**src/design/gks_pkg.sv**
```systemverilog
// Package for the Gaussian kernel similarity block.
// Holds field widths, the register reset value, exponent constants, the 2^(-i/16) table
// and the pipeline control struct. No dependencies.
package gks_pkg;

    localparam int SLOT_DIMS      = 4;
    localparam int FIELD_W        = 16;
    localparam int CFG_W          = 32;
    localparam int SIM_W          = 16;

    localparam int GKS_DIMS       = 4;
    localparam int GKS_COORD_BITS = 16;

    localparam logic [CFG_W-1:0] INV_SIGMA_RESET = 32'd16777216;

    // Exponent stage constants: x is Q.16 capped at 32.0, log2(e) in Q.16
    localparam int X_W   = 22;
    localparam int L2E_W = 17;
    localparam int Y_W   = 23;
    localparam logic [X_W-1:0]   X_CAP     = 22'h200000;
    localparam logic [L2E_W-1:0] LOG2E_Q16 = 17'd94548;

    // Table of 2^(-i/16) in Q.16, one guard entry at the end
    localparam int TAB_W = 17;
    localparam logic [TAB_W-1:0] POW2_NEG_TAB [0:16] = '{
        17'd65536, 17'd62757, 17'd60097, 17'd57549, 17'd55109, 17'd52773,
        17'd50535, 17'd48393, 17'd46341, 17'd44376, 17'd42495, 17'd40693,
        17'd38968, 17'd37316, 17'd35734, 17'd34219, 17'd32768
    };

    // Control that travels with each beat through the pipeline
    typedef struct packed {
        logic valid;
        logic self_pair;
    } gks_ctl_t;

endpackage

```
**src/design/gks_merge.sv**
```systemverilog
// Merge stage: adds the squared lane differences into the squared distance d2.
// Depends on gks_pkg.
module gks_merge import gks_pkg::*; #(
    parameter int DIMS       = GKS_DIMS,
    parameter int COORD_BITS = GKS_COORD_BITS,
    parameter int D2_W       = 2*COORD_BITS + $clog2(DIMS)
) (
    input  logic                                clk,
    input  logic                                rst_n,
    input  logic                                en,
    input  logic [DIMS-1:0][2*COORD_BITS-1:0]   sq,
    input  gks_ctl_t                            ctl_in,
    output logic [D2_W-1:0]                     d2,
    output gks_ctl_t                            ctl_out
);

    logic [D2_W-1:0] d2_reg;
    logic [D2_W-1:0] d2_next;
    gks_ctl_t        ctl_reg;

    // Sum the lanes
    always_comb
    begin
        d2_next = '0;
        for (int i = 0; i < DIMS; i++)
        begin
            d2_next = d2_next + D2_W'(sq[i]);
        end
    end

    // Advance control
    always_ff @(posedge clk or negedge rst_n)
    begin
        if (!rst_n)
        begin
            ctl_reg <= '0;
        end
        else if (en)
        begin
            ctl_reg <= ctl_in;
        end
    end

    // Advance payload
    always_ff @(posedge clk)
    begin
        if (en)
        begin
            d2_reg <= d2_next;
        end
    end

    assign d2      = d2_reg;
    assign ctl_out = ctl_reg;

endmodule

```
**config.mk**
```make
export PLATFORM = sky130hd
export DESIGN_NAME = gks_merge
export DESIGN_NICKNAME = d
export VERILOG_FILES = /design/src/design/gks_pkg.sv /design/src/design/gks_merge.sv
export SDC_FILE = /design/constraint.sdc
export NUM_CORES = 1
export LEC_CHECK = 0
export BUFFER_PORTS_ARGS = -buffer_cell sky130_fd_sc_hd__buf_2
export CAP_MARGIN = 5
export CELL_PAD_IN_SITES_DETAIL_PLACEMENT = 0
export CELL_PAD_IN_SITES_GLOBAL_PLACEMENT = 1
export CORE_MARGIN = 8
export CORE_UTILIZATION = 41
export CTS_CLUSTER_DIAMETER = 100
export DETAILED_ROUTE_END_ITERATION = 10
export GPL_TIMING_DRIVEN = 0
export PLACE_DENSITY_LB_ADDON = 0.1
export SLEW_MARGIN = 20
export SYNTH_ARGS = -nofsm -noshare
export SYNTH_HDL_FRONTEND = slang
export SYNTH_SLANG_ARGS = --single-unit
```
**constraint.sdc**
```tcl
create_clock -name clk -period 1.8 [get_ports clk]
set_input_delay 0.18 -clock clk [delete_from_list [all_inputs] [get_ports clk]]
set_output_delay 0.18 -clock clk [all_outputs]
set_load 0.02 [all_outputs]
```
# --- Word level (Yosys, flattened, before mapping) ---
# Index checks and enable logic that the tools add are counted.
word_totals:
  regBits: 36
  input_bits: 133
  out_inout_bits: 36
  word_cells: 6
op_classes:
  n_addsub: 3
op_table:
  columns: ["operator", "count"]
  rows:
  - ["$add 33x32->34", 1]
  - ["$add 34x32->34", 1]
  - ["$add 32x32->33", 1]

# --- Longest topological paths before layout ---
logic_depth:
  depth_word: 3
  ltp_mapped: 13
  ltp_nobuf: 12

# --- Least setup slack after synthesis ---
# No wires, ideal clock.
synth_path:
  kind: "input -> register"
  from: "input port sq[1] in the netlist's numbering"
  to: "register d2_reg[27] (netlist: d2[27]) (data pin)"
  setup_time_ns: 0.262
  slack_ns: -1.612
  required_time_ns: 1.538
  path_stages: 11
  arrival_time_ns: 3.150
  path_buffers: 0
  path_cell_list: "fa_1 -> fa_1 -> ha_1 -> fa_1 -> a21o_1 -> a221oi_2 -> o21ai_2 -> a41o_2 -> a41oi_2 -> o21bai_1 -> xor2_1"
synth_via:
  elab_chain_len: 3
synth_lines:
  columns: ["element", "line_no", "source"]
  rows:
  - ["start: declaration", "gks_merge.sv:11", "input logic [DIMS-1:0][2*COORD_BITS-1:0] sq,"]
  - ["$add 32x32->33", "gks_merge.sv:27", "d2_next = d2_next + D2_W'(sq[i]);"]
  - ["$add 33x32->34", "gks_merge.sv:27", null]
  - ["$add 34x32->34", "gks_merge.sv:27", null]
  - ["net d2_next[27]", "gks_merge.sv:18", "logic [D2_W-1:0] d2_next;"]
  - ["end signal: assignment", "gks_merge.sv:49", "d2_reg <= d2_next;"]
  - ["end: declaration", "gks_merge.sv:17", "logic [D2_W-1:0] d2_reg;"]
# The timed path passes the listed nets, and every way through them passes these cells.
# A chain may end at the register's enable or synchronous reset.

# --- Worst setup path in the final report ---
layout_path:
  from: "input port sq[65] in the netlist's numbering"
  to: "register d2_reg[27] (netlist: d2[27]) (data pin)"
layout_via:
  elab_chain_len: 2
layout_lines:
  columns: ["element", "line_no"]
  rows:
  - ["$add 33x32->34", "gks_merge.sv:27"]
  - ["$add 34x32->34", "gks_merge.sv:27"]
  - ["net d2_next[27]", "gks_merge.sv:18"]
# The timed path passes the listed nets, and every way through them passes these cells.

==> reports/metrics.csv <==
metric,value,unit
leakage power,3.42,nW
Die W,123,um
number of vias per cell after detailed routing,4.59,
Total Nets Final,915,
overall die height,123,um
ANT cells,0,
count of final max-slew check failures,0,
final worst hold slack,0.141,ns
Register Area,1070,um^2
synthesis-to-finish area growth,34.2,%
TritonRoute pass-1 iters,4,
total area of multi-input combinational cells,3140,um^2
number of standard cells after synthesis,490,
Final min period,3.23,ns
met2 WL post-DR,5440,um
"Warnings, synthesis",0,
combined area of all synthesized cells,4660,um^2
cell row count,39,
vias in the first global route,4097,
initial antenna violation count,0,
detailed-route DRC error count,0,
syn nets,720,
remaining global-route overflow,0,
Sink Count,36,
critical-path maximum fanout,4,
Netlist cell types,51,
async set-or-reset flop fraction in the synthesized netlist,5.56,%
endpoints failing setup,32,
total of buffers placed on input and output ports,168,
global-route usage over all layers,14.3,%
DRT iter0 DRCs,108,
synthesized area divided by synthesized cell count,9.51,um^2
clock buffer count from CTS,5,
clock root buffer,clkbuf_16,
max-cap viol count,0,
total length of routed wires,10700,um
Clock Path Buffers,2,
ratio of total power to cell area,1200,nW/um^2
# H-tree levels,2,
run status,"finished, violations left",
"top library cells by usage in the layout, fill and taps aside","inv_1 (176), buf_2 (166), fa_1 (63)",
failing checks,negative setup slack,
Placer Congestion,0.801,
class of the most critical setup path,in -> reg,
core area,11300,um^2
TritonCTS clock tree,yes,
Slew @ Worst Pin,0.865,ns
Setup crit start kind,primary input,
number of fill cells in the layout,1076,
most used flip-flop cell after synthesis,edfxtp_1,
placed instance area,5730,um^2
reg-to-reg setup timing slack,1.04,ns
dpl hpwl,9120,um
Post-Place Setup Slack,-1.83,ns
layout cell share with drive strength beyond 1,35.6,%
Worst IR Drop VDD,573,uV
slew margin rel.,42.3,%
RSZ-0062 raised after global routing,true,
max FFs per register,34,
met3 layer wire length in the routed design,736,um
"most common cell after layout, fill and taps aside",inv_1,
flip-flop and latch count after synthesis,36,
register area share after synthesis,23.0,%
final period utilization,179,%
count of antenna-violating nets left after detailed routing,0,
Fmax achieved,310,MHz
effective utilization at floorplan,41.4,%
io pins,169,
Hold Path Class,in -> reg,
detailed-routing wirelength on met1,4430,um
die area,15000,um^2
latest clock arrival within the worst-skew pair,0.27,ns
critical path endpoint category,flop,
critical path data arrival time,3.25,ns
Clock Skew,0,ns
largest net degree at the start of global routing,37,
vias after detailed routing,3809,
final-report hold violation count,0,
clock transition time at the flip-flop clock pins of the worst setup and hold paths,0.05,ns
Post-synth EDFFs,34,
Top Metal Used,met4,
Avg WL per Cell,12.9,um
Layout Cell Area excl Fill,6260,um^2
global-route wire length before repair,17800,um
CP required,1.81,ns
worst path setup slack after routing,-1.43,ns
[layout make-up]
type | count | share of cell area (%)
multi-input combinational | 273 | 50.2
buffer | 2 | 0.300
clock buffer | 7 | 2.12
tap | 143 | 2.86
inverter | 179 | 10.7
clock inverter | 1 | 0.0800
timing repair buffer | 188 | 16.6
sequential | 36 | 17.1
[power breakdown]
part,total (mW),internal (mW),switching [mW],leakage (nW)
logic,5.09,2.29,2.80,3.00
registers,1.57,1.49,0.0830,0.356
clock network,0.828,0.512,0.317,0.0679
[cell families after synthesis]
logic type / synth area share [%]
compound gates: 14.8
buf+inv: 14.8
xor+xnor: 5.26
flops: 23.0
simple gates: 5.34
mux: 0.483
fa+ha+maj: 36.3
[critical path, cell delays in order]
cell	delay, ns
buf_6	0.09
fa_1	0.55
fa_1	0.46
ha_4	0.20
fa_2	0.39
a21o_1	0.20
a221oi_4	0.30
o21ai_2	0.10
a41o_4	0.26
a41oi_4	0.25
o21bai_1	0.12
xor2_1	0.15
[stage by stage]
stage                     TNS (ns)  instances  utilization, %  power (mW)
after detailed placement    -44.32        801            50.9        6.02
after floorplan             -34.56        490               -        4.84
after global placement      -43.57        801            50.9        5.95
after CTS                   -34.44        824            54.6        7.36
final                       -34.81        829            55.5        7.49
after global routing        -37.78        829            55.5        8.16
[metal layers]
layer | global-route usage [%] | up-vias
met1 | 17.6 | 1792
met3 | 2.99 | 5
met4 | 2.89 | 0
met2 | 25.4 | 106
met5 | 0 | -
li1 | - | 1906
[repair_timing]
item,CTS,global route
hold buffers,1,0
pin swaps,33,21
setup buffers,14,8
hold endpoints to repair,2,0
resized for setup,28,16
cloned,0,0
endpoints found under the setup margin,32,32
[synth_stat cells, types with 2 or more instances]
master / number / share of area (%)
and2_1: 2 / 0.27
a21o_1: 19 / 3.1
o21ai_0: 11 / 1.2
nand4_1: 4 / 0.54
and3_1: 3 / 0.40
a211oi_2: 2 / 0.54
mux2_2: 2 / 0.48
a211o_1: 2 / 0.38
nand3_1: 6 / 0.64
fa_1: 64 / 27
xnor2_1: 20 / 3.8
inv_1: 179 / 14
nor3_1: 4 / 0.43
nand2b_1: 2 / 0.27
nor2_1: 14 / 1.1
a21oi_1: 26 / 2.8
a31oi_1: 2 / 0.27
xor2_1: 8 / 1.5
o21a_1: 2 / 0.32
o21bai_1: 7 / 1.1
o41ai_1: 2 / 0.38
ha_1: 33 / 8.9
edfxtp_1: 34 / 22
nand2_1: 14 / 1.1
dfrtp_1: 2 / 1.1
[path summary, 6_finish.rpt]
| check | cells past startpoint | to | startpoint |
|---|---|---|---|
| max reg2reg | 1 | ctl_out[1] | ctl_out[1] |
| max | 12 | d2[27] | sq[65] |
| min in group asynchronous | 2 | ctl_out[0] | rst_n |
| max in group asynchronous | 2 | ctl_out[1] | rst_n |
| min reg2reg | 1 | ctl_out[0] | ctl_out[0] |
| min | 2 | ctl_out[0] | ctl_in[0] |
No activity file was read; power rests on OpenSTA's default activity.
