**src/design/gks_pkg.sv**
```systemverilog
// Package for the Gaussian kernel similarity block.
// Holds field widths, the register reset value, exponent constants, the 2^(-i/16) table
// and the pipeline control struct. No dependencies.
package gks_pkg;

    localparam int SLOT_DIMS      = 4;
    localparam int FIELD_W        = 16;
    localparam int CFG_W          = 32;
    localparam int SIM_W          = 16;

    localparam int GKS_DIMS       = 4;
    localparam int GKS_COORD_BITS = 16;

    localparam logic [CFG_W-1:0] INV_SIGMA_RESET = 32'd16777216;

    // Exponent stage constants: x is Q.16 capped at 32.0, log2(e) in Q.16
    localparam int X_W   = 22;
    localparam int L2E_W = 17;
    localparam int Y_W   = 23;
    localparam logic [X_W-1:0]   X_CAP     = 22'h200000;
    localparam logic [L2E_W-1:0] LOG2E_Q16 = 17'd94548;

    // Table of 2^(-i/16) in Q.16, one guard entry at the end
    localparam int TAB_W = 17;
    localparam logic [TAB_W-1:0] POW2_NEG_TAB [0:16] = '{
        17'd65536, 17'd62757, 17'd60097, 17'd57549, 17'd55109, 17'd52773,
        17'd50535, 17'd48393, 17'd46341, 17'd44376, 17'd42495, 17'd40693,
        17'd38968, 17'd37316, 17'd35734, 17'd34219, 17'd32768
    };

    // Control that travels with each beat through the pipeline
    typedef struct packed {
        logic valid;
        logic self_pair;
    } gks_ctl_t;

endpackage

```
**src/design/gks_exp.sv**
```systemverilog
// Exponent pipeline: scales d2 by 1/sigma^2, converts to base 2 and evaluates
// 2^(-y) by table, linear interpolation and shift. Depends on gks_pkg.
module gks_exp import gks_pkg::*; #(
    parameter int D2_W = 2*GKS_COORD_BITS + $clog2(GKS_DIMS)
) (
    input  logic              clk,
    input  logic              rst_n,
    input  logic              en,
    input  logic [D2_W-1:0]   d2,
    input  logic [CFG_W-1:0]  inv_sigma_sq,
    input  gks_ctl_t          ctl_in,
    output logic [SIM_W-1:0]  similarity,
    output gks_ctl_t          ctl_out
);

    localparam int LO_W = (D2_W + 1) / 2;
    localparam int HI_W = D2_W - LO_W;
    localparam int PW   = D2_W + CFG_W;

    // Stage A: partial products of d2 * inv_sigma_sq
    logic [LO_W+CFG_W-1:0] p_lo_reg;
    logic [HI_W+CFG_W-1:0] p_hi_reg;
    gks_ctl_t              ctl_a_reg;

    // Stage B: scaled exponent x, Q.16 capped at 32.0
    logic [PW-1:0]         prod;
    logic [X_W-1:0]        x_next;
    logic [X_W-1:0]        x_reg;
    gks_ctl_t              ctl_b_reg;

    // Stage C: base-2 exponent y
    logic [X_W+L2E_W-1:0]  y_prod;
    logic [Y_W-1:0]        y_reg;
    gks_ctl_t              ctl_c_reg;

    // Stage D: table lookup and interpolation product
    logic [6:0]            k_next;
    logic [4:0]            idx;
    logic [11:0]           frac;
    logic [TAB_W-1:0]      hi_val;
    logic [TAB_W-1:0]      lo_val;
    logic [11:0]           delta;
    logic [23:0]           dr_next;
    logic [23:0]           dr_reg;
    logic [TAB_W-1:0]      hi_reg;
    logic [6:0]            k_reg;
    gks_ctl_t              ctl_d_reg;

    // Stage E: interpolate, shift, saturate
    logic [TAB_W-1:0]      v;
    logic [TAB_W-1:0]      shifted;
    logic [SIM_W-1:0]      sim_next;
    logic [SIM_W-1:0]      sim_reg;
    gks_ctl_t              ctl_e_reg;

    // Combine partial products and cap x; anything at or above 2^45 saturates
    always_comb
    begin
        prod   = PW'(p_lo_reg) + (PW'(p_hi_reg) << LO_W);
        x_next = (|prod[PW-1:45]) ? X_CAP : X_W'(prod[44:24]);
    end

    assign y_prod = (X_W+L2E_W)'(x_reg) * (X_W+L2E_W)'(LOG2E_Q16);

    // Split y into shift, table index and interpolation fraction
    always_comb
    begin
        k_next  = y_reg[Y_W-1:16];
        idx     = {1'b0, y_reg[15:12]};
        frac    = y_reg[11:0];
        hi_val  = POW2_NEG_TAB[idx];
        lo_val  = POW2_NEG_TAB[idx + 5'd1];
        delta   = 12'(hi_val - lo_val);
        dr_next = 24'(delta) * 24'(frac);
    end

    // Finish interpolation; a shift of 17 or more clears the 17-bit value
    always_comb
    begin
        v       = hi_reg - TAB_W'(dr_reg[23:12]);
        shifted = v >> k_reg;
        if (ctl_d_reg.self_pair)
        begin
            sim_next = '0;
        end
        else if (shifted[TAB_W-1])
        begin
            sim_next = '1;
        end
        else
        begin
            sim_next = shifted[SIM_W-1:0];
        end
    end

    // Advance control through the stages
    always_ff @(posedge clk or negedge rst_n)
    begin
        if (!rst_n)
        begin
            ctl_a_reg <= '0;
            ctl_b_reg <= '0;
            ctl_c_reg <= '0;
            ctl_d_reg <= '0;
            ctl_e_reg <= '0;
        end
        else if (en)
        begin
            ctl_a_reg <= ctl_in;
            ctl_b_reg <= ctl_a_reg;
            ctl_c_reg <= ctl_b_reg;
            ctl_d_reg <= ctl_c_reg;
            ctl_e_reg <= ctl_d_reg;
        end
    end

    // Advance payload through the stages
    always_ff @(posedge clk)
    begin
        if (en)
        begin
            p_lo_reg <= (LO_W+CFG_W)'(d2[LO_W-1:0]) * (LO_W+CFG_W)'(inv_sigma_sq);
            p_hi_reg <= (HI_W+CFG_W)'(d2[D2_W-1:LO_W]) * (HI_W+CFG_W)'(inv_sigma_sq);
            x_reg    <= x_next;
            y_reg    <= y_prod[X_W+L2E_W-1:16];
            dr_reg   <= dr_next;
            hi_reg   <= hi_val;
            k_reg    <= k_next;
            sim_reg  <= sim_next;
        end
    end

    assign similarity = sim_reg;
    assign ctl_out    = ctl_e_reg;

endmodule

```
**config.mk**
```make
export PLATFORM = sky130hd
export DESIGN_NAME = gks_exp
export DESIGN_NICKNAME = d
export VERILOG_FILES = /design/src/design/gks_pkg.sv /design/src/design/gks_exp.sv
export SDC_FILE = /design/constraint.sdc
export NUM_CORES = 2
export LEC_CHECK = 0
export BUFFER_PORTS_ARGS = -buffer_cell sky130_fd_sc_hd__buf_2
export CORE_ASPECT_RATIO = 0.7
export CORE_MARGIN = 3
export CORE_UTILIZATION = 55
export DETAILED_ROUTE_END_ITERATION = 12
export PLACE_DENSITY_LB_ADDON = 0.05
export SLEW_MARGIN = 20
export SYNTH_ARGS = -nofsm -noshare
export SYNTH_HDL_FRONTEND = slang
export SYNTH_SLANG_ARGS = --single-unit
```
**constraint.sdc**
```tcl
create_clock -name clk -period 10.35 [get_ports clk]
set_input_delay 2.07 -clock clk [delete_from_list [all_inputs] [get_ports clk]]
set_output_delay 2.07 -clock clk [all_outputs]
set_load 0.05 [all_outputs]
```
* After elaboration in Yosys (flattened, before gate mapping)
Memories as Yosys holds them, arrays and structs flattened.
Cells that the tools add are included.
** Word-level totals
- Bits in registers :: 217
- Input bits :: 71
- Bits in latches :: 0
- Memories kept :: 2
- ROM bits :: 1088
- Bits in writable memories :: 0
- Logic and storage cells :: 41
** Cells by class
- Reductions and logical operators :: 1
- Multipliers :: 4
- Magnitude comparators :: 2
- Divide/modulo/power cells :: 0
- Shift operators :: 1
- Bitwise logic cells :: 2
- Multiplexer cells :: 6
- Eq/ne operators :: 0
- Add/sub/neg operators :: 4
** Memories
- (name not given) :: depth 32, width 17, read ports 1, clocked after memory_dff 0, write ports 0, RTL line gks_exp.sv:72 : lo_val = POW2_NEG_TAB[idx + 5'd1];
- (name not given) :: depth 32, width 17, read ports 1, clocked after memory_dff 0, write ports 0, RTL line gks_exp.sv:71 : hi_val = POW2_NEG_TAB[idx];
** Operator list (number)
- $mul 17x32->49 :: 2
- $add 49x66->66 :: 1
- $mul 22x15->37 const B :: 1
- $mux 17 :: 2
- $mul 12x12->24 :: 1
- $mux 12 :: 2
- $mux 22 :: 1
- $reduce_or 21->1 :: 1
- $shr 17x7->17 :: 1
- $sub 17x12->17 :: 1
- $mux 16 :: 1
- $ge 6x6->1 const B :: 2
- $sub 12x12->12 :: 1
- $not 4->6 :: 1
- $not 5->6 :: 1
- $add 4x1->5 const B :: 1

* Depth between registers and ports, before layout
- Depth in word-level cells :: 7
- Depth in mapped cells :: 40

* Worst setup path after synthesis
No wires, ideal clock.
- Path kind :: register to register
- From :: reg y_reg[12]
- To :: reg dr_reg[17], data pin
- Required time :: 10094 ps
- Library setup time :: 256 ps
- Cell stages (with the launch flop) :: 38
- Data arrival time :: 8591 ps
- Clock period less this slack :: 8848 ps
- Setup slack :: 1502 ps
- Cells stage by stage :: edfxtp_1 > ha_1 > clkbuf_1 > inv_1 > ha_1 > clkbuf_1 > inv_1 > mux4_2 > or2_2 > ha_1 > nor2b_1 > o21ai_0 > a21boi_0 > o21ai_0 > a21boi_0 > o21ai_0 > a21boi_0 > or4_1 > (+2 left out) > nand2_1 > fa_1 > inv_1 > fa_1 > fa_1 > inv_1 > fa_1 > inv_1 > ha_1 > a211o_1 > a211oi_1 > nor2_1 > o21a_1 > o21a_1 > o21a_1 > o21a_1 > nor3_1 > nor2_1
** On the way
- Cells in the longest elaborated chain, start to end :: 7
** Ends and longest elaborated chain
- start: declaration :: RTL line gks_exp.sv:33 : logic [Y_W-1:0] y_reg;
- start signal: assignment :: RTL line gks_exp.sv:125 : y_reg <= y_prod[X_W+L2E_W-1:16];
- $add 4x1->5 :: RTL line gks_exp.sv:72
- $not 5->6 (implied by the code) :: RTL line gks_exp.sv:72
- $mem_v2 32x17
- $mux 12 (implied by the code) (2 in a row) :: RTL line gks_exp.sv:72
- $sub 12x12->12 (*) :: RTL line gks_exp.sv:73 : delta = 12'(hi_val - lo_val);
- $mul 12x12->24 (*) :: RTL line gks_exp.sv:74 : dr_next = 24'(delta) * 24'(frac);
- via dr_next[17] :: RTL line gks_exp.sv:43 : logic [23:0] dr_next;
- end signal: assignment :: RTL line gks_exp.sv:126 : dr_reg <= dr_next;
- end: declaration :: RTL line gks_exp.sv:44 : logic [23:0] dr_reg;
The timed path passes the listed nets; every way through them passes the cells marked *. The select of a mux whose other input is x is not followed.
A chain may end at the register's enable or synchronous reset.

* Worst setup path after layout
Same ends and word-level chain as after synthesis.

==> run_results.csv <==
group,metric,value,unit
outcome,status,"completed",
routing,via_per_inst,5.615,
sta,slew_violations,0,
logic_synthesis,ys.flop_type,"edfxtp_1",
floorplanning,start_util,0.5588,
final_layout,area_growth,4.122,%
floorplanning,core_area,94680,µm²
sta,finalHoldViolCount,0,
setup_path,cp_num_buf_inv,6,
global_route,grt_pass1_wl,230500,µm
logic_synthesis,synth-seq-cells,188,
routing,num_vias,38810,
setup_path,cp_data_arrival_time,9.68,ns
floorplanning,pin_count,89,
cts,clockRootBuffer,"clkbuf_16",
logic_synthesis,yosys_warnings,0,
min_path,hold_class,"flop to flop",
logic_synthesis,ys_seq_area_frac,0.1058,
setup_path,crit_type,"flop to flop",
final_layout,drive_gt1_frac,0.04594,
sta,post-route-period-util,0.9112,
floorplanning,die_y,265.5,µm
setup_path,required,10.59,ns
cts,htree_num_levels,4,
global_route,track_usage,0.3001,
routing,drt_iter0_drc,3147,
setup_path,cp_max_fo,12,
setup_path,slowest_stage,"fa_1",
place,place.gp.congestion,0.9000,
routing,antenna_left,0,
sta,maxSlewHeadroom,0.2350,
logic_synthesis,syn_area,52910,µm²
logic_synthesis,synthesis.nets,7437,
cts,clock-sinks,188,
logic_synthesis,yosysUniqueCellTypes,82,
setup_path,critPathTopFamily,"adder cells",
global_route,grt_pass1_vias,39090,
logic_synthesis,syn_area_per_cell,9.229,µm²
final_layout,final_nets,7351,
setup_path,crit_path_frequent_cell,"inv_1",
sta,max_freq,0.1060,GHz
job,maxCapViolCount,0,
routing,wl_per_cell,21.13,µm
logic_synthesis,post_synth_inst_count,5733,
global_route,antenna_found_initial,8,
sta,final-setup-viol-count,0,
cts,clk_pin_slew,0.07,ns
sta,worst_clock_skew,0.03141,ns
cts,cts_tree,"done",
final_layout,postLayoutCoreUtil,0.5819,
floorplanning,placementRows,94,
routing,postRouteWirelength,146000,µm
global_route,grt_overflow,0,
setup_path,critPathMaxStageDelay,0.58,ns
routing,drc,0,
global_route,grt_max_degree,146,
place,port_buffers,88,
sta,finalCriticalPeriod,9.431,ns
logic_synthesis,synth_enable_flop_cells,178,
place,dp_hpwl,117700,µm
routing,drtPass1Iterations,5,
logic_synthesis,async_reset_ff_frac,0.05319,
sta,rsz0062_at_grt,"false",
cts,clockBufferDepth,2,
sta,final.setup.tns,0,ns
setup_path,worst_setup_path_end_kind,"flop",
cts,clk_latency,0.51,ns
cts,cts-buffers-inserted,17,
floorplanning,die-area,100000,µm²
floorplanning,die_w,376.7,µm
sta,tightest_slew,1.119,ns
setup_path,startpoint_type,"flop",
final_layout,largest_reg_flops,49,
==> worst reg2reg max path, delay by kind of cell (launching register included) <==
family,cells,cell delay [ns]
flip-flops,1,0.35
AO/OA/AOI/OAI,12,2.65
AND/OR/NAND/NOR,8,1.38
multiplexers,1,0.50
adder cells (fa/ha/maj),8,3.59
buffers and inverters,6,0.74
==> what timing repair did <==
item                       in CTS  in global routing
hold buffers                    0                  0
setup endpoints to repair       0                  2
gates resized for setup         0                  1
setup buffers                   0                  0
==> stage by stage <==
step / worst slack [ns] / hold slack (ns) / instance area (µm²) / instances
global placement: 0.8527 / 0.4036 / 54500 / 6876
CTS: 0.7544 / 0.4252 / 55080 / 6908
floorplan: 1.502 / 0.4003 / 52910 / 5733
detailed placement: 0.7385 / 0.4071 / 54500 / 6876
finish: 0.9194 / 0.4234 / 55090 / 6912
global route: 0.2532 / 0.4375 / 55090 / 6910
==> synth_stat cells, drive strengths merged, types with 23 or more instances <==
library cell | instances | area, µm²
o21a | 33 | 247.7
nand2 | 983 | 3690
fa | 1101 | 22040
nor3 | 70 | 455.4
inv | 1230 | 4617
and2 | 331 | 2071
and3 | 23 | 143.9
a21oi | 132 | 664.4
edfxtp | 178 | 5345
clkbuf | 261 | 979.7
nand2b | 29 | 181.4
xnor2 | 96 | 840.8
a21o | 60 | 450.4
o21ai | 109 | 545.5
nor2b | 35 | 219.0
nor2 | 126 | 473.0
xor2 | 49 | 429.2
nand3 | 47 | 240.2
ha | 532 | 6656
==> placed cells by master, fill, tap and decap left out, drive strengths merged, types with 20 or more instances in the layout <==
cell type  netlist  routed
a211oi          20      20
a21o            60      60
a21oi          132     132
and2           331     331
and3            23      23
buf             12     167
edfxtp         178     178
fa            1101    1101
ha             532     532
inv           1230    1236
nand2          983     983
nand2b          29      29
nand3           47      47
nor2           126     126
nor2b           35      35
nor3            70      70
o21a            33      33
o21ai          109     109
xnor2           96      96
xor2            49      49
==> worst paths after layout <==
check,startpoint,to,slack [ns],depth (start not counted)
min in group asynchronous,rst_n,ctl_d_reg[1],1.42,1
max in group asynchronous,rst_n,ctl_b_reg[1],8.74,1
worst min-delay path,y_reg[19],k_reg[3],0.42,0
worst max register to register,y_reg[12],dr_reg[17],0.92,35
worst max-delay path,y_reg[12],dr_reg[17],0.92,35
worst min register to register,y_reg[19],k_reg[3],0.42,0
==> area by class of cell <==
class | count | area, µm²
Clock inverter | 15 | 150.1
Fill cell | 8469 | 39590
Clock buffer | 17 | 425.4
Antenna cell | 4 | 10.01
Timing Repair Buffer | 168 | 1062
Multi-Input combinational cell | 4041 | 41670
Sequential cell | 188 | 5595
Tap cell | 1248 | 1562
Inverter | 1231 | 4621
==> routing by layer <==
layer  global-route usage  vias to the layer above  part of all wire
met5             0.005660                        -           0.00075
met4              0.05318                        8             0.014
met3              0.08043                      133              0.10
met1               0.4872                    19720              0.49
li1                     -                    17340                 -
met2               0.4003                     1610              0.39
==> kinds of logic (layout without fill, tap and decap cells) <==
| group | count (synthesis) | in the layout | share of synthesized area |
|---|---|---|---|
| AO/OA/AOI/OAI | 525 | 525 | 0.06591 |
| XOR/XNOR | 145 | 145 | 0.02400 |
| AND/OR/NAND/NOR | 1717 | 1717 | 0.1504 |
| multiplexers | 21 | 21 | 0.004517 |
| other | 0 | 4 | 0 |
| buffers and inverters | 1504 | 1431 | 0.1070 |
| flip-flops | 188 | 188 | 0.1058 |
| adder cells (fa/ha/maj) | 1633 | 1633 | 0.5424 |
Power is left out: the tool's default activity adds up to more than one toggle a clock period on the data nets, which glitch-free logic cannot reach.
