--- config.mk ---
export PLATFORM = sky130hd
export DESIGN_NAME = gks_lane
export DESIGN_NICKNAME = d
export VERILOG_FILES = /design/src/design/gks_pkg.sv /design/src/design/gks_lane.sv
export SDC_FILE = /design/constraint.sdc
export NUM_CORES = 1
export LEC_CHECK = 0
export BUFFER_PORTS_ARGS = -buffer_cell sky130_fd_sc_hd__buf_2
export CAP_MARGIN = 20
export CORE_MARGIN = 5
export CORE_UTILIZATION = 35
export CTS_CLUSTER_DIAMETER = 120
export CTS_CLUSTER_SIZE = 10
export DETAILED_ROUTE_END_ITERATION = 6
export GPL_ROUTABILITY_DRIVEN = 0
export PLACE_DENSITY = 0.55
export SLEW_MARGIN = 20
export SYNTH_ARGS = -nofsm -noshare
export SYNTH_HDL_FRONTEND = slang
export SYNTH_SLANG_ARGS = --single-unit
--- constraint.sdc ---
create_clock -name clk -period 13.7 [get_ports clk]
set_clock_uncertainty 0.15 [all_clocks]
set_input_delay 1.37 -clock clk [delete_from_list [all_inputs] [get_ports clk]]
set_output_delay 1.37 -clock clk [all_outputs]
set_load 0.01 [all_outputs]
--- src/design/gks_pkg.sv ---
// Package for the Gaussian kernel similarity block.
// Holds field widths, the register reset value, exponent constants, the 2^(-i/16) table
// and the pipeline control struct. No dependencies.
package gks_pkg;

    localparam int SLOT_DIMS      = 4;
    localparam int FIELD_W        = 16;
    localparam int CFG_W          = 32;
    localparam int SIM_W          = 16;

    localparam int GKS_DIMS       = 4;
    localparam int GKS_COORD_BITS = 16;

    localparam logic [CFG_W-1:0] INV_SIGMA_RESET = 32'd16777216;

    // Exponent stage constants: x is Q.16 capped at 32.0, log2(e) in Q.16
    localparam int X_W   = 22;
    localparam int L2E_W = 17;
    localparam int Y_W   = 23;
    localparam logic [X_W-1:0]   X_CAP     = 22'h200000;
    localparam logic [L2E_W-1:0] LOG2E_Q16 = 17'd94548;

    // Table of 2^(-i/16) in Q.16, one guard entry at the end
    localparam int TAB_W = 17;
    localparam logic [TAB_W-1:0] POW2_NEG_TAB [0:16] = '{
        17'd65536, 17'd62757, 17'd60097, 17'd57549, 17'd55109, 17'd52773,
        17'd50535, 17'd48393, 17'd46341, 17'd44376, 17'd42495, 17'd40693,
        17'd38968, 17'd37316, 17'd35734, 17'd34219, 17'd32768
    };

    // Control that travels with each beat through the pipeline
    typedef struct packed {
        logic valid;
        logic self_pair;
    } gks_ctl_t;

endpackage

--- src/design/gks_lane.sv ---
// One coordinate lane: absolute difference of two coordinates, squared and registered.
// Depends on gks_pkg.
module gks_lane import gks_pkg::*; #(
    parameter int COORD_BITS = GKS_COORD_BITS
) (
    input  logic                      clk,
    input  logic                      en,
    input  logic [FIELD_W-1:0]        a,
    input  logic [FIELD_W-1:0]        b,
    output logic [2*COORD_BITS-1:0]   sq
);

    localparam int EXT_W = (COORD_BITS > FIELD_W) ? COORD_BITS : FIELD_W;

    logic [EXT_W-1:0]        a_ext;
    logic [EXT_W-1:0]        b_ext;
    logic [COORD_BITS-1:0]   a_c;
    logic [COORD_BITS-1:0]   b_c;
    logic [COORD_BITS:0]     diff;
    logic [COORD_BITS-1:0]   mag;
    logic [2*COORD_BITS-1:0] sq_reg;
    logic [2*COORD_BITS-1:0] sq_next;

    // Take the coordinate from the low bits of the field, then sign-extend by one
    always_comb
    begin
        a_ext   = EXT_W'(a);
        b_ext   = EXT_W'(b);
        a_c     = a_ext[COORD_BITS-1:0];
        b_c     = b_ext[COORD_BITS-1:0];
        diff    = {a_c[COORD_BITS-1], a_c} - {b_c[COORD_BITS-1], b_c};
        mag     = diff[COORD_BITS] ? COORD_BITS'(-diff) : diff[COORD_BITS-1:0];
        sq_next = (2*COORD_BITS)'(mag) * (2*COORD_BITS)'(mag);
    end

    // Hold the square while the pipeline is stalled
    always_ff @(posedge clk)
    begin
        if (en)
        begin
            sq_reg <= sq_next;
        end
    end

    assign sq = sq_reg;

endmodule

# Word-level counts from Yosys, hierarchy flattened
# Cells that the tools add are included.
# Widths: inputs -> output; s select.
# op_classes
n_reduce_logical,0
n_shift,0
n_bitwise,0
mux,1
magnitude_cmp,0
div_mod_pow,0
n_eq_ne,0
n_addsub,2
mul,1
# ops
operator,n
$mul 16x16->32,1
$sub 16x16->17,1
$mux 16,1
$neg 16->16,1
# word_totals
inputBits,34
latch_bits,0
output_inout_bits,32
mem_bits_ro,0
ramBits,0
memories,0
regBits,32

# Depth between registers and ports, before layout
# Gate-level depths: netlist of run 1.
# logic_depth
ltp_word,4
ltp_mapped,38
ltp_nobuf,37

# Worst setup path after synthesis of run 1
# OpenSTA, ideal clock, no wires.
# synth_path
path_kind,input-to-reg
startpoint,input port a[0]
endpoint,register sq_reg[31] (netlist: sq[31]) (data pin)
path_stages,31
slack_ns,3.232
setup_ns,0.268
t_arrival_ns,10.051
cell_sequence,inv_1 ha_1 fa_1 nand2b_1 a21bo_1 a221oi_2 nand2_1 o32a_1 or4_4 o41ai_4 xor2_2 or2_2 fa_1 inv_1 fa_1 fa_1 fa_1 fa_1 inv_1 fa_1 inv_1 ha_1 a21o_1 a21o_1 or3_1 o22ai_1 o311a_1 nand4b_1 a21oi_1 o41ai_1 xnor3_1
# synth_via
elab_chain_len,4
# synth_lines
element,line,source
"start, declared",gks_lane.sv:8,"input logic [FIELD_W-1:0] a,"
$sub 16x16->17 *,gks_lane.sv:31,"diff = {a_c[COORD_BITS-1], a_c} - {b_c[COORD_BITS-1], b_c};"
$neg 16->16,gks_lane.sv:32,mag = diff[COORD_BITS] ? COORD_BITS'(-diff) : diff[COORD_BITS-1:0];
$mux 16 *,gks_lane.sv:32,
$mul 16x16->32 *,gks_lane.sv:33,sq_next = (2*COORD_BITS)'(mag) * (2*COORD_BITS)'(mag);
named net sq_next[31],gks_lane.sv:22,logic [2*COORD_BITS-1:0] sq_next;
"end signal, assigned",gks_lane.sv:41,sq_reg <= sq_next;
"end, declared",gks_lane.sv:21,logic [2*COORD_BITS-1:0] sq_reg;
# The timed path passes the listed nets; every way through them passes the cells marked *.
# A chain may end at the register's enable or synchronous reset.

# Worst setup path after layout of run 1
# Same ends and word-level chain as after synthesis.

==> flow_summary.html, run 1 <==
<table>
<tr><th>Metric</th><th>Value</th></tr>
<tr><th colspan="2">Synthesis</th></tr>
<tr><td>Post-Synthesis Cells</td><td>1032</td></tr>
<tr><td>Commonest cells in the synthesized netlist</td><td>inv_1, fa_1, ha_1, nor2_1, nand2_1</td></tr>
<tr><td>Mapped Nets</td><td>1343</td></tr>
<tr><td>Portion of synthesized cell area occupied by the leading cell type</td><td>between 30% and 40%</td></tr>
<tr><td>Cell with the most instances after synthesis</td><td>inv_1</td></tr>
<tr><td>Mean Syn Cell Area</td><td>9.05 um2</td></tr>
<tr><td>Proportion of register bits with asynchronous set or reset after synthesis</td><td>0%</td></tr>
<tr><td>Leading area contributor after synthesis</td><td>fa_1</td></tr>
<tr><td>Number of enable flip-flop cells after synthesis</td><td>31</td></tr>
<tr><td>Fraction of the yosys area taken by sequential cells</td><td>around a tenth</td></tr>
<tr><td>Synth Flop Type</td><td>edfxtp_1</td></tr>
<tr><td>Number of synthesized register bits</td><td>31</td></tr>
<tr><td>Number of warnings reported in the yosys synthesis log</td><td>0</td></tr>
<tr><td>Post-synth design cell area</td><td>9340 um2</td></tr>
<tr><td>Distinct cells, synth</td><td>between 60 and 70</td></tr>
<tr><td>Top cells by area, synth</td><td>fa_1, ha_1, inv_1</td></tr>
<tr><th colspan="2">Die</th></tr>
<tr><td>Area of the core region</td><td>26100 um2</td></tr>
<tr><td>Die Outline Area</td><td>30000 um2</td></tr>
<tr><td>Initial cell density of the core</td><td>~36%</td></tr>
<tr><td>Die Span X</td><td>173 um</td></tr>
<tr><td>Rows</td><td>59</td></tr>
<tr><td>Vert. Die Dim</td><td>173 um</td></tr>
<tr><td>Boundary pin count</td><td>66</td></tr>
<tr><th colspan="2">STA</th></tr>
<tr><td>Top achievable clock speed</td><td>87.2 MHz</td></tr>
<tr><td>Fin. Hold Viols</td><td>0</td></tr>
<tr><td>Min setup slack post-route</td><td>2230 ps</td></tr>
<tr><td>Period utilization</td><td>between 80 and 90%</td></tr>
<tr><td>Minimum clock period</td><td>11470 ps</td></tr>
<tr><td>Final hold slack</td><td>1610 ps</td></tr>
<tr><td>Max Slew Vio Count</td><td>0</td></tr>
<tr><td>Worst slew margin relative to its limit</td><td>27.5%</td></tr>
<tr><td>Slew @ Worst Pin</td><td>1080 ps</td></tr>
<tr><td>Final setup violation count</td><td>0</td></tr>
<tr><td>Setup repair after global routing missed its margin</td><td>false</td></tr>
<tr><td>Aggregate negative setup slack</td><td>0 ps</td></tr>
<tr><th colspan="2">CTS</th></tr>
<tr><td>CTS HTree Levels</td><td>2</td></tr>
<tr><td>Post-CTS resize count</td><td>0</td></tr>
<tr><td>Num CTS Buffers</td><td>5</td></tr>
<tr><td>Post-CTS setup buffer count</td><td>0</td></tr>
<tr><td>Clock Path Buffers</td><td>2</td></tr>
<tr><td>Clock Root Buffer</td><td>clkbuf_16</td></tr>
<tr><td>Hold bufs inserted after CTS</td><td>0</td></tr>
<tr><td>Clock slew at the register clock pins of the worst setup and hold paths</td><td>70 ps</td></tr>
<tr><td>Number of clock sinks seen by CTS</td><td>31</td></tr>
<tr><td>Clock tree from TritonCTS</td><td>done</td></tr>
<tr><th colspan="2">Critical path</th></tr>
<tr><td>Required time of the worst setup path</td><td>13580 ps</td></tr>
<tr><td>Critical Path Max Stage Delay</td><td>730 ps</td></tr>
<tr><td>Type of destination of the critical path</td><td>flop</td></tr>
<tr><td>Worst setup path category</td><td>in -&gt; reg</td></tr>
<tr><td>Worst setup SP type</td><td>primary input</td></tr>
<tr><td>Beginning of the critical path</td><td>a[0]</td></tr>
<tr><td>Crit-path slowest cell</td><td>xor2_1</td></tr>
<tr><td>Most common cell type on the critical path</td><td>fa_1</td></tr>
<tr><td>Buffering stage count on the worst path with inverters included</td><td>5</td></tr>
<tr><td>Crit path DAT</td><td>11350 ps</td></tr>
<tr><td>Largest delay share family, worst path</td><td>adder cells</td></tr>
<tr><td>CP max FO</td><td>17</td></tr>
<tr><th colspan="2">Placement</th></tr>
<tr><td>Post-detail-place hpwl</td><td>about 18000 um</td></tr>
<tr><td>Post-Place Worst Slack</td><td>1960 ps</td></tr>
<tr><td>Count of buffers from port buffering</td><td>64</td></tr>
<tr><th colspan="2">GRT</th></tr>
<tr><td>Initial antenna violation count</td><td>0</td></tr>
<tr><td>Global-route usage over all layers</td><td>14.0%</td></tr>
<tr><td>Total congestion overflow after global routing</td><td>0</td></tr>
<tr><td>Largest net degree at the start of global routing</td><td>32</td></tr>
<tr><td>Vias in the first global route</td><td>7090</td></tr>
<tr><td>Wire length of the first global-routing pass</td><td>roughly 35000 um</td></tr>
<tr><th colspan="2">Detailed routing</th></tr>
<tr><td>Number of detailed-routing iterations run before antenna repair</td><td>4</td></tr>
<tr><td>Avg Vias per Cell</td><td>4.75</td></tr>
<tr><td>Wirelength, routed</td><td>20600 um</td></tr>
<tr><td>DRC violation count after routing</td><td>0</td></tr>
<tr><td>Count of vias placed by the detailed router</td><td>6754</td></tr>
<tr><td>DR WL/cell</td><td>14.5 um</td></tr>
<tr><td>Drt initial violations</td><td>338</td></tr>
<tr><td>Number of routed nets with antenna violations</td><td>0</td></tr>
<tr><th colspan="2">Layout</th></tr>
<tr><td>Area overhead of the layout relative to synthesis</td><td>8.86%</td></tr>
<tr><td>Share of post-route cells with drive strength above 1</td><td>9.48%</td></tr>
<tr><td>Combined area of the multi-input logic cells</td><td>7290 um2</td></tr>
<tr><td>Number of fillers in the final layout</td><td>2716</td></tr>
<tr><td>Register area</td><td>931 um2</td></tr>
<tr><td>Final #Nets</td><td>1397</td></tr>
<tr><td>Number of antenna diodes</td><td>0</td></tr>
<tr><td>Number of flip-flops in the largest register</td><td>31</td></tr>
<tr><th colspan="2">Hold path</th></tr>
<tr><td>Class of the worst hold path</td><td>in -&gt; reg</td></tr>
<tr><td>Depth of the worst hold-timing path</td><td>1</td></tr>
<tr><td>Capture endpoint of the worst hold path</td><td>sq[2]</td></tr>
<tr><td>Hold Crit Start</td><td>en</td></tr>
<tr><th colspan="2">Status</th></tr>
<tr><td>Status</td><td>complete, no violations</td></tr>
<tr><th colspan="2">Run</th></tr>
<tr><td>Number of max-capacitance violations reported</td><td>0</td></tr>
</table>
==> metrics by stage <==
step,instance area [um2],std cells,util (%)
6_report,10200,1422,38.9
5_1_grt,10200,1422,38.9
4_1_cts,10200,1422,38.9
3_5_place_dp,10000,1414,38.4
3_3_place_gp,10000,1414,38.3
2_1_floorplan,9340,1032,-
==> kinds of logic (layout without fill, tap and decap cells) <==
kind of cell	Yosys count	after routing	share of synthesized area [%]
DFF	31	31	9.97
adders and majority gates	277	277	50.5
xor gates and xnor gates	59	59	6.24
other	1	1	0.0402
buffers and inverters	296	351	12.1
and+or+nand+nor	239	239	11.6
AOI/OAI and AO/OA	126	126	9.21
muxes	3	3	0.335
==> layout by cell type (no fill, tap or decap), types with 4 or more instances in the layout <==
cell / synthesis / layout
a21o_1: 18 / 18
a21oi_1: 41 / 41
and2_1: 5 / 5
and3_1: 9 / 9
buf_2: 3 / 64
buf_4: 3 / 5
clkbuf_16: 0 / 5
clkinv_1: 4 / 6
edfxtp_1: 31 / 31
fa_1: 167 / 167
ha_1: 110 / 110
inv_1: 264 / 264
inv_2: 6 / 6
nand2_1: 77 / 77
nand2b_1: 7 / 7
nand3_1: 11 / 11
nor2_1: 81 / 81
nor2b_1: 8 / 8
nor3_1: 16 / 16
o211ai_1: 4 / 4
o21a_1: 9 / 9
o21ai_0: 16 / 16
o21bai_1: 8 / 8
or2_2: 4 / 4
or3_1: 7 / 7
xnor2_1: 32 / 31
xnor2_2: 4 / 5
xor2_1: 19 / 19
==> per-layer routing <==
metal / vias up / wire (um) / track usage, %
met5: - / 0 / 0
met4: 0 / 198 / 2.00
met3: 17 / 809 / 2.25
met2: 108 / 10200 / 24.2
met1: 3329 / 9470 / 18.9
li1: 3300 / - / -
==> how the worst max path moves through the flow <==
stage                     cells past startpoint  endpoint  slack, ps
after floorplan                              31    sq[31]       3230
after global placement                       36    sq[31]       1710
after detailed placement                     33    sq[31]       1960
after CTS                                    33    sq[31]       2250
after global routing                         33    sq[31]       1650
final                                        33    sq[31]       2230
==> cell type report <==
cell class	count	share of cell area, %
Clock buffer	5	1.23
Clock inverter	3	0.148
Inverter	274	10.1
Multi-Input combinational cell	705	71.7
Sequential cell	31	9.16
Tap cell	335	4.12
Timing Repair Buffer	69	3.52
Power of run 1 is left out: the tool's default activity adds up to more than one toggle a clock period on the data nets, which glitch-free logic cannot reach.
==> inputs of run 2 (changes only) <==
- PLACE_DENSITY: 0.55 -> 0.57
- clock period: 13.7 -> 10.08 ns (I/O delays scaled with it)
==> flow_summary.html, run 2 (same netlist as run 1, synthesis figures left out) <==
<table>
<tr><th>Metric</th><th>Value</th></tr>
<tr><th colspan="2">STA</th></tr>
<tr><td>Fin. Hold Viols</td><td>0</td></tr>
<tr><td>Worst slew margin relative to its limit</td><td>41.6%</td></tr>
<tr><td>Aggregate negative setup slack</td><td>0 ps</td></tr>
<tr><td>Top achievable clock speed</td><td>roughly 100 MHz</td></tr>
<tr><td>Final setup violation count</td><td>0</td></tr>
<tr><td>Minimum clock period</td><td>9710 ps</td></tr>
<tr><td>Setup repair after global routing missed its margin</td><td>false</td></tr>
<tr><td>Final hold slack</td><td>1230 ps</td></tr>
<tr><td>Period utilization</td><td>a little over nine tenths</td></tr>
<tr><td>Max Slew Vio Count</td><td>0</td></tr>
<tr><td>Slew @ Worst Pin</td><td>877 ps</td></tr>
<tr><th colspan="2">Critical path</th></tr>
<tr><td>Crit path DAT</td><td>between 9000 and 10000 ps</td></tr>
<tr><td>Most common cell type on the critical path</td><td>fa_1</td></tr>
<tr><td>Worst setup path category</td><td>in -&gt; reg</td></tr>
<tr><td>Crit-path slowest cell</td><td>fa_1</td></tr>
<tr><td>Largest delay share family, worst path</td><td>adder cells</td></tr>
<tr><td>Type of destination of the critical path</td><td>flop</td></tr>
<tr><td>Required time of the worst setup path</td><td>9990 ps</td></tr>
<tr><td>Buffering stage count on the worst path with inverters included</td><td>6</td></tr>
<tr><td>Worst setup SP type</td><td>primary input</td></tr>
<tr><td>Critical Path Max Stage Delay</td><td>around 610 ps</td></tr>
<tr><td>CP max FO</td><td>3</td></tr>
<tr><th colspan="2">Hold path</th></tr>
<tr><td>Hold Crit Start</td><td>en</td></tr>
<tr><td>Class of the worst hold path</td><td>in -&gt; reg</td></tr>
<tr><td>Capture endpoint of the worst hold path</td><td>sq[2]</td></tr>
<tr><td>Depth of the worst hold-timing path</td><td>1</td></tr>
<tr><th colspan="2">Layout</th></tr>
<tr><td>Share of post-route cells with drive strength above 1</td><td>18.0%</td></tr>
<tr><td>Number of fillers in the final layout</td><td>2617</td></tr>
<tr><td>Final #Nets</td><td>1505</td></tr>
<tr><td>Area overhead of the layout relative to synthesis</td><td>17.8%</td></tr>
<tr><td>Commonest cells after routing, fill and taps aside</td><td>inv_1, fa_1, buf_4</td></tr>
<tr><td>Number of flip-flops in the largest register</td><td>31</td></tr>
<tr><td>Commonest non-fill, non-tap cell in the layout</td><td>inv_1</td></tr>
<tr><td>Number of antenna diodes</td><td>0</td></tr>
<tr><td>Layout Cell Area excl Fill</td><td>11000 um2</td></tr>
<tr><th colspan="2">Die</th></tr>
<tr><td>Vert. Die Dim</td><td>between 150 and 200 um</td></tr>
<tr><td>Area of the core region</td><td>26100 um2</td></tr>
<tr><td>Die Span X</td><td>173 um</td></tr>
<tr><td>Die Outline Area</td><td>30000 um2</td></tr>
<tr><td>Boundary pin count</td><td>66</td></tr>
<tr><td>Initial cell density of the core</td><td>a little over a third</td></tr>
<tr><td>Rows</td><td>59</td></tr>
<tr><th colspan="2">Status</th></tr>
<tr><td>Status</td><td>complete, no violations</td></tr>
<tr><th colspan="2">Detailed routing</th></tr>
<tr><td>DR WL/cell</td><td>between 10 and 15 um</td></tr>
<tr><td>Number of detailed-routing iterations run before antenna repair</td><td>4</td></tr>
<tr><td>Wirelength, routed</td><td>~21000 um</td></tr>
<tr><td>DRC violation count after routing</td><td>0</td></tr>
<tr><td>Number of routed nets with antenna violations</td><td>0</td></tr>
<tr><td>Avg Vias per Cell</td><td>4.67</td></tr>
<tr><td>Count of vias placed by the detailed router</td><td>7146</td></tr>
<tr><td>Drt initial violations</td><td>327</td></tr>
<tr><th colspan="2">CTS</th></tr>
<tr><td>Number of clock sinks seen by CTS</td><td>31</td></tr>
<tr><td>Clock slew at the register clock pins of the worst setup and hold paths</td><td>70 ps</td></tr>
<tr><td>Clock Path Buffers</td><td>2</td></tr>
<tr><td>CTS HTree Levels</td><td>2</td></tr>
<tr><td>Clock tree from TritonCTS</td><td>done</td></tr>
<tr><td>Clock Root Buffer</td><td>clkbuf_16</td></tr>
<tr><td>Num CTS Buffers</td><td>5</td></tr>
<tr><th colspan="2">Placement</th></tr>
<tr><td>Area after DPL</td><td>10800 um2</td></tr>
<tr><td>Count of buffers from port buffering</td><td>64</td></tr>
<tr><td>Post-detail-place hpwl</td><td>approximately 19000 um</td></tr>
<tr><th colspan="2">GRT</th></tr>
<tr><td>Global-route usage over all layers</td><td>14.7%</td></tr>
<tr><td>Largest net degree at the start of global routing</td><td>32</td></tr>
<tr><td>Total congestion overflow after global routing</td><td>0</td></tr>
<tr><td>Initial antenna violation count</td><td>0</td></tr>
<tr><td>Vias in the first global route</td><td>~7700</td></tr>
<tr><td>Wire length of the first global-routing pass</td><td>36900 um</td></tr>
<tr><th colspan="2">Run</th></tr>
<tr><td>Number of max-capacitance violations reported</td><td>0</td></tr>
</table>
==> run 2: worst max-delay path by stage <==
stage,slack [ps],startpoint,to,cells past startpoint
after floorplan,60,a[0],sq[31],31
after global placement,-130,a[0],sq[31],33
after detailed placement,-210,a[0],sq[31],33
after CTS,120,a[0],sq[31],33
after global routing,4,a[0],sq[31],35
final,370,a[0],sq[31],33
==> run 2: metrics by stage <==
| stage | setup WS (ps) | cells | utilization (%) |
|---|---|---|---|
| 5_1_grt | 4.05 | 1530 | 42.1 |
| 2_1_floorplan | 58.9 | 1032 | - |
| 6_report | 374 | 1530 | 42.1 |
| 4_1_cts | 116 | 1526 | 41.9 |
| 3_5_place_dp | -207 | 1518 | 41.3 |
| 3_3_place_gp | -127 | 1518 | 41.3 |
==> run 2: metal layers <==
layer | routed length (um) | global-route usage, % | vias up
met2 | 10600 | 25.6 | 115
li1 | - | - | 3517
met4 | 256 | 2.63 | 0
met5 | 0 | 0 | -
met1 | 9690 | 19.8 | 3496
met3 | 912 | 2.20 | 18
==> run 2: area by class of cell <==
type | instances | area [um2] | share of cell area [%]
Clock inverter | 3 | 15.0 | 0.137
Sequential cell | 31 | 931 | 8.46
Timing Repair Buffer | 177 | 1170 | 10.6
Multi-Input combinational cell | 705 | 7310 | 66.5
Inverter | 274 | 1030 | 9.35
Tap cell | 335 | 419 | 3.81
Clock buffer | 5 | 125 | 1.14
==> run 2: timing repair <==
item	4_1_cts	5_1_grt
hold buffers	0	0
buffers inserted	0	4
endpoints found under the setup margin	0	4
resized for setup	0	6
Power of run 2 is left out for the same reason.
